[src/hdl/lc3x_pkg.sv]
// ---------------------------------------------------------------------------
// lc3x_pkg
// Shared types, codes and helpers of the LC-3 style instruction executor.
// ---------------------------------------------------------------------------
package lc3x_pkg;

    localparam int unsigned MEM_WORDS_DEF = 4096;
    localparam logic [15:0] REG_RESET     = 16'h7777;
    localparam logic [15:0] SIGN_BIT      = 16'h8000;

    // operation codes
    localparam logic OP_LOAD = 1'b0;
    localparam logic OP_STEP = 1'b1;

    // result kinds
    localparam logic [1:0] KIND_STEP   = 2'd0;
    localparam logic [1:0] KIND_DUMP   = 2'd1;
    localparam logic [1:0] KIND_IGNORE = 2'd2;

    // condition codes
    localparam logic [1:0] CC_NEG  = 2'd0;
    localparam logic [1:0] CC_ZERO = 2'd1;
    localparam logic [1:0] CC_POS  = 2'd2;

    // opcodes
    localparam logic [3:0] OPC_BR   = 4'd0;
    localparam logic [3:0] OPC_ADD  = 4'd1;
    localparam logic [3:0] OPC_LD   = 4'd2;
    localparam logic [3:0] OPC_ST   = 4'd3;
    localparam logic [3:0] OPC_JSR  = 4'd4;
    localparam logic [3:0] OPC_AND  = 4'd5;
    localparam logic [3:0] OPC_LDR  = 4'd6;
    localparam logic [3:0] OPC_STR  = 4'd7;
    localparam logic [3:0] OPC_NOT  = 4'd9;
    localparam logic [3:0] OPC_LDI  = 4'd10;
    localparam logic [3:0] OPC_STI  = 4'd11;
    localparam logic [3:0] OPC_JMP  = 4'd12;
    localparam logic [3:0] OPC_LEA  = 4'd14;
    localparam logic [3:0] OPC_TRAP = 4'd15;

    typedef struct packed {
        logic        operation;
        logic [15:0] address;
        logic [15:0] data;
    } in_word_t;

    typedef struct packed {
        logic [1:0]  kind;
        logic [2:0]  reg_index;
        logic [15:0] value;
        logic [1:0]  cond;
        logic        last;
    } out_word_t;

    function automatic logic [15:0] sext9(input logic [15:0] ir);
        sext9 = {{7{ir[8]}}, ir[8:0]};
    endfunction

    function automatic logic [15:0] sext6(input logic [15:0] ir);
        sext6 = {{10{ir[5]}}, ir[5:0]};
    endfunction

    function automatic logic [15:0] sext5(input logic [15:0] ir);
        sext5 = {{11{ir[4]}}, ir[4:0]};
    endfunction

    function automatic logic [15:0] sext11(input logic [15:0] ir);
        sext11 = {{5{ir[10]}}, ir[10:0]};
    endfunction

    function automatic logic [1:0] cc_of(input logic [15:0] w);
        if (w == 16'd0)
            cc_of = CC_ZERO;
        else if ((w & SIGN_BIT) != 16'd0)
            cc_of = CC_NEG;
        else
            cc_of = CC_POS;
    endfunction

endpackage

[src/hdl/lc3x_front.sv]
// ---------------------------------------------------------------------------
// lc3x_front
// Accepts input words and pushes them into a short queue.
// ---------------------------------------------------------------------------
module lc3x_front
    import lc3x_pkg::*;
#(
    parameter int unsigned DEPTH = 2
)
(
    input  logic     clk,
    input  logic     rst_n,
    input  logic     in_valid,
    output logic     in_ready,
    input  in_word_t in_word,
    output logic     q_valid,
    input  logic     q_pop,
    output in_word_t q_word
);

    localparam int unsigned PW = (DEPTH > 1) ? $clog2(DEPTH) : 1;

    in_word_t        fifo_reg [DEPTH];
    logic [PW-1:0]   wr_reg, wr_next, rd_reg, rd_next;
    logic [PW:0]     cnt_reg, cnt_next;
    logic            push;

    assign in_ready = (cnt_reg != (PW+1)'(DEPTH));
    assign push     = in_valid && in_ready;
    assign q_valid  = (cnt_reg != '0);
    assign q_word   = fifo_reg[rd_reg];

    // pointer and count update
    always_comb
    begin
        wr_next  = wr_reg;
        rd_next  = rd_reg;
        cnt_next = cnt_reg;
        if (push)
            wr_next = (wr_reg == PW'(DEPTH - 1)) ? '0 : wr_reg + PW'(1);
        if (q_pop)
            rd_next = (rd_reg == PW'(DEPTH - 1)) ? '0 : rd_reg + PW'(1);
        if (push && !q_pop)
            cnt_next = cnt_reg + (PW+1)'(1);
        else if (!push && q_pop)
            cnt_next = cnt_reg - (PW+1)'(1);
    end

    always_ff @(posedge clk or negedge rst_n)
    begin
        if (!rst_n)
        begin
            wr_reg  <= '0;
            rd_reg  <= '0;
            cnt_reg <= '0;
        end
        else
        begin
            wr_reg  <= wr_next;
            rd_reg  <= rd_next;
            cnt_reg <= cnt_next;
        end
    end

    // queue storage
    always_ff @(posedge clk)
    begin
        if (push)
            fifo_reg[wr_reg] <= in_word;
    end

endmodule

[config.mk]
export PLATFORM = sky130hd
export DESIGN_NAME = lc3x_front
export DESIGN_NICKNAME = d
export VERILOG_FILES = /design/src/hdl/lc3x_pkg.sv /design/src/hdl/lc3x_front.sv
export SDC_FILE = /design/constraint.sdc
export NUM_CORES = 1
export LEC_CHECK = 0
export ABC_CLOCK_PERIOD_IN_PS = 4910
export BUFFER_PORTS_ARGS = -buffer_cell sky130_fd_sc_hd__buf_4
export CAP_MARGIN = 5
export CORE_UTILIZATION = 40
export DETAILED_ROUTE_END_ITERATION = 6
export PLACE_DENSITY = 0.67
export REMOVE_ABC_BUFFERS = 1
export SKIP_CTS_REPAIR_TIMING = 1
export SLEW_MARGIN = 40
export SYNTH_ARGS = -nofsm -noshare
export SYNTH_HDL_FRONTEND = slang
export SYNTH_SLANG_ARGS = --single-unit
[constraint.sdc]
create_clock -name clk -period 4.91 [get_ports clk]
set_input_delay 1.473 -clock clk [delete_from_list [all_inputs] [get_ports clk]]
set_output_delay 1.473 -clock clk [all_outputs]
set_load 0.005 [all_outputs]
==> reports/metrics.csv <==
stage;metric;value;unit
worst_setup_path;crit_path_end;q_word[12];
floorplan;initial_core_util;42.2;%
synth;synth-xor-area-share;1.61;%
placement;place_inst;266;
timing;slew_viol_final;0;
worst_setup_path;r2r_start;cnt_reg[0]$_DFFE_PN0P_;
placement;port_buffers;71;
worst_setup_path;crit_path_start_kind;flop;
layout;area_growth;28.4;%
synth;synth_seq_area_share;76.3;%
layout;diodes;0;
global_routing;grt_max_degree;35;
worst_setup_path;reg2reg_depth;4;
worst_setup_path;r2r_setup_slack;3120;ps
synth;yosysWarnings;0;
floorplan;rows;29;
worst_setup_path;path_cells;mux2_2 -> buf_4;
pwr;p_leak;1.40;nW
global_routing;track_usage;12.6;%
worst_setup_path;critPathSlowestCell;dfrtp_4;
timing;fin_tns_setup;0;ps
layout;stdcell_area;3500;um2
worst_setup_path;critPathLaunch;rd_reg$_DFFE_PN0P_;
timing;final-hold-violation-count;0;
cts;cts_tree;built;
worst_setup_path;cp.depth;2;
route;vias;1317;
synth;synthSimpleGateAreaFrac;1.10;%
cts;clock_latency;330;ps
route;drt-pass1-iter-count;7;
synth;synth_compound_area_share;0;%
global_routing;grt_pass1_wl;6600;um
global_routing;grt-ovfl-total;0;
route;drcViolationCount;7;
synth;yosys_register_bits;70;
cts;cts_max_level;3;
worst_setup_path;cpLargestDelayFamily;flip-flops;
synth;synth_commonest_cells;edfxtp_1 (66), mux2_4 (29), dfrtp_1 (4), mux2_2 (4);
worst_setup_path;reg2reg_to;fifo_reg[0][14]$_DFFE_PP_;
layout;final_cell_count_no_fill;282;
pwr;power_density;563;nW/um2
timing;rsz0062_at_grt;false;
timing;fin_crit_sh;65.1;%
route;avgRoutedWirePerCell;15.5;um
worst_setup_path;path_buf_inv;1;
floorplan;core_area;6460;um2
route;first_iter_violations;73;
outcome;violations;DRC;
worst_setup_path;path_max_fanout;34;
job;max_cap_viol_count;0;
floorplan;die_area;7150;um2
timing;setup-violations-final;0;
synth;netlist.top_cell.by_area;edfxtp_1;
floorplan;num_io_pins;72;
synth;synth_top_family_by_area;multiplexers;
worst_setup_path;slowest_delay;830;ps
pwr;power;1.97;mW
worst_setup_path;worstPathRequired;3440;ps
layout;nets;238;
route;vias_per_cell;4.67;
worst_setup_path;critPathKind;reg2out;
timing;finalCriticalPeriod;3200;ps
pwr;peakVddDrop;378;uV
worst_setup_path;crit_path_end_kind;primary output;
layout;fill_cells;527;
synth;ys_types;15;
timing;skew;6.79;ps
min_path;hp-class;reg2reg;
timing;max_freq;0.313;GHz
placement;dp_hpwl;2990;um
cts;numCtsBuffers;9;
placement;place_area;3310;um2
floorplan;dieHeight;84.6;um
route;drt_wl_total;4370;um
layout;largest_register_ffs;66;
timing;hold_ws;504;ps
synth;synthCells;121;
cts;clk_pin_slew;70;ps
synth;synth_edf_count;66;
cts;cts_root_buf;clkbuf_8;
timing;maxSlewHeadroom;46.7;%
synth;synthMuxAreaShare;17.6;%
synth;synthTopCellsByArea;edfxtp_1 (73%), mux2_4 (16%), dfrtp_1 (3.7%), buf_12 (2.2%), mux2_2 (1.7%);
synth;netlist.area_leader.share;72.7;%
layout;layout-drive-gt1-share;60.5;%
cts;cts.sinks;70;
cts;clk_path_buf_depth;2;
route;ant_nets;0;
outcome;outcome;complete, but fails checks;
synth;synth_fa_ha_area_share;0.459;%
placement;place.gp.congestion;0.679;
worst_setup_path;arrival;1720;ps
synth;avgSynthCellArea;22.5;um2
floorplan;die_w;84.6;um
global_routing;antenna_found_initial;0;
synth;ys_async_sr_fraction;5.71;%
global_routing;grt_pass1_vias;1381;
synth;synthFlopType;edfxtp_1;
synth;syn_area;2730;um2
timing;worst_slew_pin_slew;799;ps
synth;yosysMostFrequentCell;edfxtp_1;
metal layers:
metal / vias up / part of all wire (%) / routed length (um) / GRT usage (%)
met2: 48 / 53 / 2310 / 21.3
met3: 7 / 6.3 / 273 / 3.54
met5: - / 0 / 0 / 0
met4: 0 / 1.9 / 85 / 8.01
li1: 621 / - / - / -
met1: 641 / 39 / 1700 / 14.2
worst register-to-register path, stage by stage (launching register included):
cell	delay (ps)
dfrtp_1	420
nand2b_1	180
nand2_1	150
nor2_4	510
buf_8	250
placed cells by master (no fill, tap or decap), drive strengths merged:
| master | instances |
|---|---|
| and3 | 1 |
| buf | 72 |
| bufinv | 1 |
| clkbuf | 10 |
| clkinv | 2 |
| clkinvlp | 3 |
| dfrtp | 4 |
| edfxtp | 66 |
| ha | 1 |
| inv | 2 |
| mux2 | 33 |
| nand2 | 1 |
| nand2b | 1 |
| nor2 | 2 |
| or2 | 1 |
| xnor2 | 2 |
| xor2 | 3 |
layout make-up:
cell class | instances | area, um2 | share of cell area (%)
well taps | 77 | 96.3 | 2.75
inverters | 2 | 7.51 | 0.214
multi-input cells | 45 | 576 | 16.4
flip-flops and latches | 70 | 2090 | 59.5
repair buffers | 72 | 548 | 15.6
clock inverters | 6 | 62.6 | 1.79
clock buffers | 10 | 128 | 3.64
cell families after synthesis:
family,Yosys count
fa+ha+maj,1
mux,33
flops,70
simple gates,6
xor+xnor,5
buf+inv,6
worst min-delay path by stage:
| stage | cells past startpoint | endpoint | startpoint |
|---|---|---|---|
| after global placement | 1 | cnt_reg[1]$_DFFE_PN0P_ | cnt_reg[1]$_DFFE_PN0P_ |
| after floorplan | 1 | cnt_reg[1]$_DFFE_PN0P_ | cnt_reg[1]$_DFFE_PN0P_ |
| after detailed placement | 1 | cnt_reg[1]$_DFFE_PN0P_ | cnt_reg[1]$_DFFE_PN0P_ |
| after CTS | 1 | cnt_reg[1]$_DFFE_PN0P_ | cnt_reg[1]$_DFFE_PN0P_ |
| after global routing | 1 | cnt_reg[1]$_DFFE_PN0P_ | cnt_reg[1]$_DFFE_PN0P_ |
| final | 1 | cnt_reg[1]$_DFFE_PN0P_ | cnt_reg[1]$_DFFE_PN0P_ |
metrics by stage:
| stage | utilization, % | setup WS, ps |
|---|---|---|
| final | 54.2 | 1710 |
| after global routing | 54.2 | 1650 |
| after CTS | 54.2 | 1680 |
| after detailed placement | 51.3 | 2050 |
| after global placement | 51.0 | 1840 |
| after floorplan | - | 1530 |
power by group:
part / total (mW) / internal [mW] / switching, mW
combinational: 0.597 / 0.394 / 0.202
sequential: 0.937 / 0.821 / 0.116
clock: 0.437 / 0.233 / 0.205
Power figures use the tool's default switching activity.
